$ cat config.mk
export PLATFORM = sky130hd
export DESIGN_NAME = vblank_waiter_release_table
export DESIGN_NICKNAME = d
export VERILOG_FILES = /design/src/hw/rtl/vwrt_pkg.sv /design/src/hw/rtl/vblank_waiter_release_table.sv /design/src/hw/rtl/vwrt_cell.sv
export SDC_FILE = /design/constraint.sdc
export NUM_CORES = 1
export LEC_CHECK = 0
export ABC_AREA = 1
export BUFFER_PORTS_ARGS = -buffer_cell sky130_fd_sc_hd__buf_2
export CORE_MARGIN = 3
export CORE_UTILIZATION = 45
export DETAILED_ROUTE_END_ITERATION = 7
export REMOVE_ABC_BUFFERS = 1
export SLEW_MARGIN = 20
export SYNTH_ARGS = -nofsm -noshare
export SYNTH_HDL_FRONTEND = slang
export SYNTH_HIERARCHICAL = 1
export SYNTH_SLANG_ARGS = --single-unit
$ cat constraint.sdc
create_clock -name clk -period 8 [get_ports clk]
set_clock_uncertainty 0.1 [all_clocks]
set_input_delay 0.4 -clock clk [delete_from_list [all_inputs] [get_ports clk]]
set_output_delay 0.4 -clock clk [all_outputs]
set_load 0.1 [all_outputs]
$ cat src/hw/rtl/vwrt_pkg.sv
package vwrt_pkg;

	localparam int WAITER_DEPTH_DEF = 16;

	typedef enum logic [1:0] {
		FUNC_WAIT        = 2'd0,
		FUNC_WAIT_UNLESS = 2'd1,
		FUNC_ENTER       = 2'd2,
		FUNC_LEAVE       = 2'd3
	} func_t;

	typedef enum logic [2:0] {
		KIND_QUEUED    = 3'd0,
		KIND_IMMEDIATE = 3'd1,
		KIND_INVALID   = 3'd2,
		KIND_FULL      = 3'd3,
		KIND_RELEASED  = 3'd4,
		KIND_DONE      = 3'd5
	} kind_t;

	typedef enum logic [1:0] {
		ST_IDLE,
		ST_AGE,
		ST_FINISH
	} state_t;

	typedef struct packed {
		func_t       func;
		logic [31:0] thread_id;
		logic [15:0] wait_count;
	} req_t;

	typedef struct packed {
		kind_t       kind;
		logic [31:0] released_id;
		logic [31:0] frame_count;
		logic        in_vblank;
		logic        last;
	} rsp_t;

	// One table entry as held by a cell.
	typedef struct packed {
		logic [31:0] id;
		logic [15:0] count;
	} entry_t;

	// Per-cell control from the sequencer.
	typedef struct packed {
		logic shift;
		logic write;
	} cell_ctl_t;

endpackage

$ cat src/hw/rtl/vblank_waiter_release_table.sv
// Channel | Direction | Handshake            | Beat payload
// req     | in        | req_valid, req_stall | vwrt_pkg::req_t (func, thread_id, wait_count)
// rsp     | out       | rsp_valid, rsp_stall | vwrt_pkg::rsp_t (kind, id, frame count, flag, last)
//
// A wait or leave request gives one beat from the output register.
// Enter vblank is accepted, then each occupied table entry passes through the head cell
// of the chain (a release beat when its count runs out), then the closing beat follows.
// The output register holds one beat; any stall there holds the aging walk in place.
// Reset clears the occupancy, the vblank flag and counter; the cell contents are left as
// they are, since no entry at or above the occupancy is ever read. No clearing pass runs.
module vblank_waiter_release_table #(
	parameter int WAITER_DEPTH = vwrt_pkg::WAITER_DEPTH_DEF
) (
	input  logic           clk,
	input  logic           arst_n,
	input  logic           req_valid,
	output logic           req_stall,
	input  vwrt_pkg::req_t req,
	output logic           rsp_valid,
	input  logic           rsp_stall,
	output vwrt_pkg::rsp_t rsp
);

	localparam int OCC_W = $clog2(WAITER_DEPTH + 1);

	// The table is a row of cells with cell 0 at the head. During aging, while the output
	// register can take a beat, the whole row shifts toward the head once per cycle, and
	// the head entry is either released or written back, decremented, at the slot where
	// it will sit when the walk ends: occupancy - 1 - released_so_far, in the shifted frame.

	vwrt_pkg::state_t  st_q, st_d;
	logic [OCC_W-1:0]  occ_q, occ_d;
	logic [OCC_W-1:0]  rd_q, rd_d;
	logic [OCC_W-1:0]  nrel_q, nrel_d;
	logic              flag_q, flag_d;
	logic [31:0]       cnt_q, cnt_d;
	logic              rsp_valid_q;
	vwrt_pkg::rsp_t    rsp_q, rsp_d;
	logic              rsp_ld;
	logic              out_free;

	logic              shift;
	logic              wr_en;
	logic [OCC_W-1:0]  wr_pos;
	vwrt_pkg::entry_t  wr_data;
	logic [15:0]       head_count_m1;

	vwrt_pkg::entry_t    cell_out [WAITER_DEPTH];
	vwrt_pkg::cell_ctl_t cell_ctl [WAITER_DEPTH];

	genvar gi;
	generate
		for (gi = 0; gi < WAITER_DEPTH; gi++) begin : g_cell
			vwrt_pkg::entry_t nbr;
			if (gi == WAITER_DEPTH - 1) begin : g_tail
				assign nbr = '0;
			end else begin : g_mid
				assign nbr = cell_out[gi+1];
			end
			assign cell_ctl[gi].shift = shift;
			assign cell_ctl[gi].write = wr_en && (wr_pos == OCC_W'(gi));
			vwrt_cell u_cell (
				.clk     (clk),
				.ctl     (cell_ctl[gi]),
				.nbr     (nbr),
				.wr_data (wr_data),
				.entry   (cell_out[gi])
			);
		end
	endgenerate

	// A new beat may enter the output register when it is empty or being drained.
	assign out_free  = !rsp_valid_q || !rsp_stall;
	assign req_stall = (st_q != vwrt_pkg::ST_IDLE) || !out_free;

	assign head_count_m1 = cell_out[0].count - 16'd1;

	always_comb begin
		st_d    = st_q;
		occ_d   = occ_q;
		rd_d    = rd_q;
		nrel_d  = nrel_q;
		flag_d  = flag_q;
		cnt_d   = cnt_q;
		shift   = 1'b0;
		wr_en   = 1'b0;
		wr_pos  = occ_q;
		wr_data = '0;
		rsp_ld  = 1'b0;
		rsp_d   = '0;
		rsp_d.frame_count = cnt_q;
		rsp_d.in_vblank   = flag_q;
		rsp_d.kind        = vwrt_pkg::KIND_DONE;
		unique case (st_q)
			vwrt_pkg::ST_IDLE: begin
				if (req_valid && !req_stall) begin
					rsp_ld     = 1'b1;
					rsp_d.last = 1'b1;
					unique case (req.func)
						vwrt_pkg::FUNC_WAIT: begin
							if (req.wait_count == 16'd0) begin
								rsp_d.kind = vwrt_pkg::KIND_INVALID;
							end else if (occ_q >= OCC_W'(WAITER_DEPTH)) begin
								rsp_d.kind = vwrt_pkg::KIND_FULL;
							end else begin
								rsp_d.kind    = vwrt_pkg::KIND_QUEUED;
								wr_en         = 1'b1;
								wr_data.id    = req.thread_id;
								wr_data.count = req.wait_count;
								occ_d         = occ_q + OCC_W'(1);
							end
						end
						vwrt_pkg::FUNC_WAIT_UNLESS: begin
							if (flag_q) begin
								rsp_d.kind = vwrt_pkg::KIND_IMMEDIATE;
							end else if (occ_q >= OCC_W'(WAITER_DEPTH)) begin
								rsp_d.kind = vwrt_pkg::KIND_FULL;
							end else begin
								rsp_d.kind    = vwrt_pkg::KIND_QUEUED;
								wr_en         = 1'b1;
								wr_data.id    = req.thread_id;
								wr_data.count = 16'd1;
								occ_d         = occ_q + OCC_W'(1);
							end
						end
						vwrt_pkg::FUNC_ENTER: begin
							// The release beats and the closing beat come later.
							rsp_ld = 1'b0;
							flag_d = 1'b1;
							cnt_d  = cnt_q + 32'd1;
							rd_d   = '0;
							nrel_d = '0;
							st_d   = (occ_q == '0) ? vwrt_pkg::ST_FINISH : vwrt_pkg::ST_AGE;
						end
						vwrt_pkg::FUNC_LEAVE: begin
							flag_d          = 1'b0;
							rsp_d.in_vblank = 1'b0;
							rsp_d.kind      = vwrt_pkg::KIND_DONE;
						end
						default: begin
							rsp_d.kind = vwrt_pkg::KIND_DONE;
						end
					endcase
				end
			end
			vwrt_pkg::ST_AGE: begin
				if (out_free) begin
					shift = 1'b1;
					rd_d  = rd_q + OCC_W'(1);
					if (head_count_m1 == 16'd0) begin
						rsp_ld            = 1'b1;
						rsp_d.kind        = vwrt_pkg::KIND_RELEASED;
						rsp_d.released_id = cell_out[0].id;
						rsp_d.last        = 1'b0;
						nrel_d            = nrel_q + OCC_W'(1);
					end else begin
						wr_en         = 1'b1;
						wr_pos        = occ_q - OCC_W'(1) - nrel_q;
						wr_data.id    = cell_out[0].id;
						wr_data.count = head_count_m1;
					end
					if (rd_q == occ_q - OCC_W'(1)) begin
						st_d  = vwrt_pkg::ST_FINISH;
						occ_d = occ_q - nrel_d;
					end
				end
			end
			vwrt_pkg::ST_FINISH: begin
				if (out_free) begin
					rsp_ld     = 1'b1;
					rsp_d.kind = vwrt_pkg::KIND_DONE;
					rsp_d.last = 1'b1;
					st_d       = vwrt_pkg::ST_IDLE;
				end
			end
			default: begin
				st_d = vwrt_pkg::ST_IDLE;
			end
		endcase
	end

	always_ff @(posedge clk or negedge arst_n) begin
		if (!arst_n) begin
			st_q        <= vwrt_pkg::ST_IDLE;
			occ_q       <= '0;
			rd_q        <= '0;
			nrel_q      <= '0;
			flag_q      <= 1'b0;
			cnt_q       <= '0;
			rsp_valid_q <= 1'b0;
		end else begin
			st_q   <= st_d;
			occ_q  <= occ_d;
			rd_q   <= rd_d;
			nrel_q <= nrel_d;
			flag_q <= flag_d;
			cnt_q  <= cnt_d;
			if (rsp_ld) begin
				rsp_valid_q <= 1'b1;
			end else if (!rsp_stall) begin
				rsp_valid_q <= 1'b0;
			end
		end
	end

	always_ff @(posedge clk) begin
		if (rsp_ld) begin
			rsp_q <= rsp_d;
		end
	end

	assign rsp_valid = rsp_valid_q;
	assign rsp       = rsp_q;

`ifndef SYNTHESIS
	a_occ_bound: assert property (@(posedge clk) disable iff (!arst_n)
		occ_q <= OCC_W'(WAITER_DEPTH))
		else $error("occupancy exceeds table depth");

	a_wr_in_range: assert property (@(posedge clk) disable iff (!arst_n)
		wr_en |-> (wr_pos < OCC_W'(WAITER_DEPTH)))
		else $error("cell write outside the table");

	a_walk_in_table: assert property (@(posedge clk) disable iff (!arst_n)
		(st_q == vwrt_pkg::ST_AGE) |-> (rd_q < occ_q && nrel_q <= rd_q))
		else $error("aging walk ran past the occupied entries");

	a_release_not_last: assert property (@(posedge clk) disable iff (!arst_n)
		(rsp_valid_q && rsp_q.kind == vwrt_pkg::KIND_RELEASED) |-> !rsp_q.last)
		else $error("release beat marked as last");

	a_busy_stalls: assert property (@(posedge clk) disable iff (!arst_n)
		(st_q != vwrt_pkg::ST_IDLE) |-> req_stall)
		else $error("request taken while the table walk is active");
`endif

endmodule

$ cat src/hw/rtl/vwrt_cell.sv
module vwrt_cell (
	input  logic                clk,
	input  vwrt_pkg::cell_ctl_t ctl,
	input  vwrt_pkg::entry_t    nbr,
	input  vwrt_pkg::entry_t    wr_data,
	output vwrt_pkg::entry_t    entry
);

	vwrt_pkg::entry_t entry_q;

	// A direct write wins over the shift from the neighbor.
	always_ff @(posedge clk) begin
		if (ctl.write) begin
			entry_q <= wr_data;
		end else if (ctl.shift) begin
			entry_q <= nbr;
		end
	end

	assign entry = entry_q;

endmodule
==> results.yml, run 1 <==
run_status:
  status: "finished clean"
place:
  portBuffers: 124
  place_area_mm2: 0.0416
  gp_congestion: 0.894
  dpl.cell_count: 5299
  dp.final_hpwl_mm: 57.1
  pre_cts_ws_ns: 2.66
layout:
  seqCellArea_mm2: 0.0264
  num_antenna_cells: 0
  finish.instance_area_mm2: 0.0447
  multiInputGateArea_mm2: 0.0120
  n_fill_cell: 7748
  final_cell_count_no_fill: 5483
  area_growth_pct: 11.9
  fin_nets: 4317
  final_layout_size_suffix_gt1_share_pct: 10.0
  utilization_pct: 51.2
sta:
  relSlewSlack_pct: 30.1
  fmax_mhz: 189
  setup-tns-final_ns: 0
  fin_crit_ns: 5.28
  setup_ws_ns: 2.72
  hold_viol: 0
  rsz0062_at_grt: "no"
  worst_pin_slew_ns: 1.05
  period_share_pct: 66.0
  drv_slew: 0
  setup-violations-final: 0
die:
  ios: 125
  die-area_mm2: 0.0925
  die_h_um: 304
  start_util_pct: 45.7
  rows: 108
  core-area_mm2: 0.0874
  die-width_um: 304
synthesis:
  synthTopCellsByCount: "nand2_1, edfxtp_1, inv_1, nor2_1, buf_2"
  synth_cell_types: 41
  synth_warnings: 6
  synth_cells: 4086
  synth_area_mm2: 0.0400
  synth_top_cell_by_area: "edfxtp_1"
  ys_seq_elements: 888
  synth_most_common_cell: "nand2_1"
  netlist.area_leader.share_pct: 62.8
  avgSynthCellArea_um2: 9.79
  synth-seq-area-share_pct: 66.0
  synthArstFlopShare_pct: 5.74
  synth_area_leaders: "edfxtp_1, nand2_1, dfrtp_1"
  synth_ff_type: "edfxtp_1"
  synth-edff-count: 837
critical_path:
  path_max_fanout: 55
  cp-start-kind: "flop"
  cp_data_required_time_ns: 8.25
  r2r_slack_ns: 2.72
  r2r-start: "g_cell[0].u_cell/entry[0]"
  endpoint_kind: "flop"
  startpoint: "g_cell[0].u_cell/entry[0]"
  critical_path_arrival_ns: 5.54
  crit_type: "reg -> reg"
detailed_routing:
  viasPerCell: 4.78
  wirelength_mm: 83.6
  ant_nets: 0
  vias: 26214
  post_drt_wl_per_cell_um: 15.2
  drc_errors: 0
  dr.pass1.iters: 6
  drt_iter0_drc: 1882
global_route:
  grt_pass1_wl_mm: 137
  gr-usage-all-layers_pct: 18.2
  antenna_found_initial: 0
  first_global_vias: 25161
  grt-ovfl-total: 0
  grt_max_degree: 70
power:
  pwr-share-comb_pct: 30.7
  swShare_pct: 36.4
  power_density_mw_per_mm2: 417
  p_sw_mw: 6.79
  peakVddDrop_v: 0.000400
  cellLeakagePower_nw: 19.4
  p_seq_share_pct: 46.1
  internal_power_mw: 11.9
  pwr-share-clk_pct: 23.2
min_path:
  worstHoldPathType: "in -> reg"
  min_from: "rsp_stall"
cts:
  clkLatencyLatePin_ns: 0.67
  cts_buffers: 97
  ctsRootBufferMaster: "clkbuf_16"
  clk_pin_slew_ns: 0.06
  ctsResizeCount: 0
  clkSinkCount: 888
  clk_path_buf_depth: 3
  htree_num_levels: 3
  cts_tree: "done"
run:
  cap_violations: 0
==> cells in the final DEF, fill, tap and decap left out, types with 33 or more instances in the layout <==
| cell type | count |
|---|---|
| xor2_1 | 33 |
| nor2_1 | 90 |
| edfxtp_1 | 837 |
| nand2_1 | 2478 |
| conb_1 | 48 |
| buf_2 | 124 |
| inv_1 | 117 |
| buf_4 | 76 |
| dfrtp_1 | 51 |
| nand3_1 | 34 |
| o21ai_1 | 36 |
| clkbuf_16 | 97 |
==> layer usage <==
layer / part of all wire [%] / track usage [%] / vias to the layer above
li1: - / - / 13414
met1: 47 / 25.7 / 12131
met2: 46 / 29.4 / 537
met3: 4.6 / 2.90 / 132
met4: 2.3 / 4.74 / 0
met5: 0 / 0 / -
==> cell type report <==
| class | count | area share, % |
|---|---|---|
| clock buffers | 127 | 5.79 |
| clock inverters | 54 | 1.21 |
| inverters | 140 | 1.17 |
| multi-input cells | 2916 | 26.8 |
| flip-flops and latches | 888 | 59.0 |
| well taps | 1155 | 3.23 |
| repair buffers | 203 | 2.73 |
==> flip-flops by register name, summed over array words and instances, names as in the netlist <==
| register | count |
|---|---|
| rsp | 69 |
| st_q | 2 |
| nrel_q | 5 |
| cnt_q | 32 |
| rsp_valid | 1 |
| g_cell.u_cell/entry | 768 |
| rd_q | 5 |
| flag_q | 1 |
| occ_q | 5 |
==> worst paths after layout <==
kind | cells past startpoint | end
worst min register to register | 1 | cnt_q[31]
worst max-delay path | 17 | g_cell[15].u_cell/entry[33]
worst min-delay path | 3 | rsp_valid
min in group asynchronous | 3 | rd_q[2]
max in group asynchronous | 3 | cnt_q[5]
worst max register to register | 17 | g_cell[15].u_cell/entry[33]
==> critical path: stages, from the launching register on <==
cell      delay [ns]
edfxtp_1        0.42
inv_1           0.18
ha_1            0.25
nand2_2         0.12
nor2_4          0.18
nand2_1         0.09
nand2_1         0.06
nand2_1         0.10
nor3_4          0.31
nand3_4         0.16
nand2_4         0.53
nand2_1         0.09
o21ai_1         0.19
nand2_1         0.31
nor2_4          0.24
buf_4           0.46
or2_2           0.79
buf_4           0.35
==> repair_timing <==
action	4_1_cts	5_1_grt
hold buffers	3	0
setup buffers	0	0
endpoints found under the hold margin	53	0
==> power by group through the flow <==
| stage | logic, mW | registers [mW] | clock network (mW) |
|---|---|---|---|
| 2_1_floorplan | 3.34 | 9.14 | 0 |
| 3_3_place_gp | 5.67 | 8.68 | 0 |
| 3_5_place_dp | 5.75 | 8.72 | 0 |
| 4_1_cts | 5.78 | 8.63 | 4.45 |
| 5_1_grt | 6.47 | 8.79 | 4.63 |
| 6_report | 5.73 | 8.61 | 4.34 |
==> kinds of logic (layout without fill, tap and decap cells) <==
family	count (synthesis)	after routing	share of synthesized area, %
adders and majority gates	17	17	0.569
xor gates and xnor gates	45	45	0.985
and+or+nand+nor	2712	2712	26.3
buffers and inverters	329	524	4.77
other	1	48	0.00938
DFF	888	888	66.0
AOI/OAI and AO/OA	94	94	1.28
==> stage by stage <==
step	hold slack (ns)	power, mW
final	0.0589	18.7
after global routing	0.0595	19.9
after CTS	0.0161	18.9
after detailed placement	0.368	14.5
after global placement	0.357	14.3
after floorplan	0.00441	12.5
Power figures use the tool's default switching activity.
==> inputs of run 2 (changes only) <==
--- a/config.mk
+++ b/config.mk
@@ -5,7 +5,7 @@
 export SDC_FILE = /design/constraint.sdc
 export NUM_CORES = 1
 export LEC_CHECK = 0
-export ABC_AREA = 1
+export ABC_AREA = 0
 export BUFFER_PORTS_ARGS = -buffer_cell sky130_fd_sc_hd__buf_2
 export CORE_MARGIN = 3
 export CORE_UTILIZATION = 45
==> constraint.sdc (replaced) <==
create_clock -name clk -period 4.6 [get_ports clk]
set_clock_uncertainty 0.1 [all_clocks]
set_input_delay 0.23 -clock clk [delete_from_list [all_inputs] [get_ports clk]]
set_output_delay 0.23 -clock clk [all_outputs]
set_load 0.1 [all_outputs]
==> results.yml, run 2 <==
run_status:
  status: "finished clean"
global_route:
  busiest_layer: "met2"
  grt-ovfl-total: 0
  grt_pass1_wl_mm: 128
  antenna_found_initial: 1
  grt.met3_usage_pct: 3.24
  gr-usage-all-layers_pct: 18.0
  grt_max_degree: 53
  first_global_vias: 21112
  met2_usage_pct: 28.3
  grtUsageMet1_pct: 26.0
critical_path:
  path_cells: "inv_1 > ha_2 > or4b_4 > buf_4 > o22ai_1 > a211o_1 > a2111oi_4 > buf_6 > buf_4 > nor2_4 > a41oi_1 > buf_4 > nor2_4 > buf_4 > mux2_2"
  cp.buffers_inverters: 6
  path_delay_family: "buffers and inverters"
  cp-start-kind: "flop"
  cp_data_required_time_ns: 4.88
  cpMaxStageDelayCell: "or4b_4"
  critPathMaxStageDelay_ns: 0.50
  critical_path_arrival_ns: 4.58
  endpoint_kind: "flop"
  path_max_fanout: 15
  crit_type: "reg -> reg"
  cpMostUsedCell: "buf_4"
sta:
  setup-violations-final: 0
  fmax_mhz: 232
  period_share_pct: 93.6
  relSlewSlack_pct: 36.4
  hold_viol: 0
  fin_crit_ns: 4.30
  worst_pin_slew_ns: 0.928
  setup-tns-final_ns: 0
  drv_slew: 0
  rsz0062_at_grt: "no"
detailed_routing:
  wirelength_mm: 81.1
  drt_iter0_drc: 1304
  dr.pass1.iters: 5
  post_drt_wl_per_cell_um: 21.7
  vias: 20237
  ant_nets: 0
  viasPerCell: 5.42
  drc_errors: 0
die:
  die-area_mm2: 0.0915
  ios: 125
  rows: 108
  core-area_mm2: 0.0870
  die-width_um: 302
  start_util_pct: 45.5
  die_h_um: 302
synthesis:
  ys_seq_elements: 888
  synth-seq-area-share_pct: 66.8
  synth_cells: 2234
  synth_most_common_cell: "edfxtp_1"
  avgSynthCellArea_um2: 17.7
  synthArstFlopShare_pct: 5.74
  synth-edff-count: 837
  synth_cell_types: 64
  synth_area_leaders: "edfxtp_1, mux2_2, mux2_4"
  synth_area_mm2: 0.0396
  synth_warnings: 6
  synth_top_cell_by_area: "edfxtp_1"
  synth_ff_type: "edfxtp_1"
  netlist.area_leader.share_pct: 63.5
  synthTopCellsByCount: "edfxtp_1, mux2_2, mux2_4, nand2_1, dfrtp_1"
cts:
  cts_tree: "done"
  clk_path_buf_depth: 3
  cts_buffers: 93
  clkLatencyLatePin_ns: 0.65
  ctsRootBufferMaster: "clkbuf_16"
  htree_num_levels: 3
  clkSinkCount: 888
  clk_pin_slew_ns: 0.06
layout:
  n_fill_cell: 7084
  final_layout_size_suffix_gt1_share_pct: 46.0
  final_cell_count_no_fill: 3731
  fin_nets: 2573
  largest_register_ffs: 768
  seqCellArea_mm2: 0.0264
  num_antenna_cells: 0
  final_cell_mix: "edfxtp_1, mux2_2, mux2_4"
  multiInputGateArea_mm2: 0.0125
  utilization_pct: 51.8
  final_common_cell: "edfxtp_1"
  area_growth_pct: 14.0
place:
  portBuffers: 124
  dp.final_hpwl_mm: 51.6
  dpl.cell_count: 3553
  gp_congestion: 0.844
power:
  cellLeakagePower_nw: 16.2
  peakVddDrop_v: 0.000540
  power_density_mw_per_mm2: 833
min_path:
  worstHoldPathType: "in -> async"
run:
  cap_violations: 0
## run 2: area by class of cell
| cell class | count | share of cell area, % |
|---|---|---|
| flip-flops and latches | 888 | 58.6 |
| multi-input cells | 1266 | 27.8 |
| clock buffers | 116 | 5.40 |
| repair buffers | 237 | 3.89 |
| well taps | 1155 | 3.20 |
| clock inverters | 53 | 0.991 |
| inverters | 16 | 0.133 |
## run 2: cell families (layout without fill, tap and decap cells)
kind of cell	Yosys count	count (layout)	share of synthesized area (%)
flops	888	888	66.8
other cells	1	48	0.00948
compound gates	109	109	2.01
buf+inv	127	422	2.34
mux	773	773	23.4
simple gates	261	261	3.54
xor+xnor	58	58	1.39
fa+ha+maj	17	17	0.576
## run 2: repair_timing
item | CTS | global route
setup buffers | 0 | 2
hold buffers | 7 | 0
setup endpoints to repair | 0 | 100
hold endpoints to repair | 60 | 0
resized for setup | 0 | 6
## run 2: stage by stage
stage               setup slack (ns)  area (um^2)  hold WS, ns  power (mW)
floorplan                      -2.90        38900       -0.166        25.7
global placement               0.239        42100        0.301        30.2
CTS                            0.178        45100       0.0974        37.9
finish                         0.296        45100        0.142        37.6
detailed placement             0.206        42100        0.308        30.6
global route                  0.0230        45100        0.187        39.7
## run 2: metal layers
layer	wire length, um	vias up
li1	-	9173
met1	37900	10493
met2	37500	462
met3	4260	109
met4	1440	0
met5	0	-
## run 2: worst reg2reg max path, delay by kind of cell (launching register included)
family          cells  cell delay, ns
fa+ha+maj           1            0.21
simple gates        3            1.08
buf+inv             6            1.24
mux                 1            0.40
compound gates      4            0.61
flops               1            0.40
## run 2: path summary, 6_finish.rpt
| kind | start | to | slack, ns | cells past startpoint |
|---|---|---|---|---|
| max | g_cell[0].u_cell/entry[1] | g_cell[0].u_cell/entry[18] | 0.30 | 15 |
| min | arst_n | flag_q | 0.14 | 3 |
| max reg2reg | g_cell[0].u_cell/entry[1] | g_cell[0].u_cell/entry[18] | 0.30 | 15 |
| min reg2reg | cnt_q[31] | rsp[33] | 0.38 | 0 |
| max in group asynchronous | arst_n | cnt_q[22] | 3.77 | 3 |
| min in group clk | req[15] | rsp[66] | 0.14 | 7 |
## run 2: power by group
part | internal (mW) | switching, mW | leakage, nW
Clock | 4.05 | 3.08 | 1.41
Sequential | 15.2 | 1.25 | 8.94
Combinational | 5.75 | 8.20 | 5.83
Total | 25.0 | 12.5 | 16.2
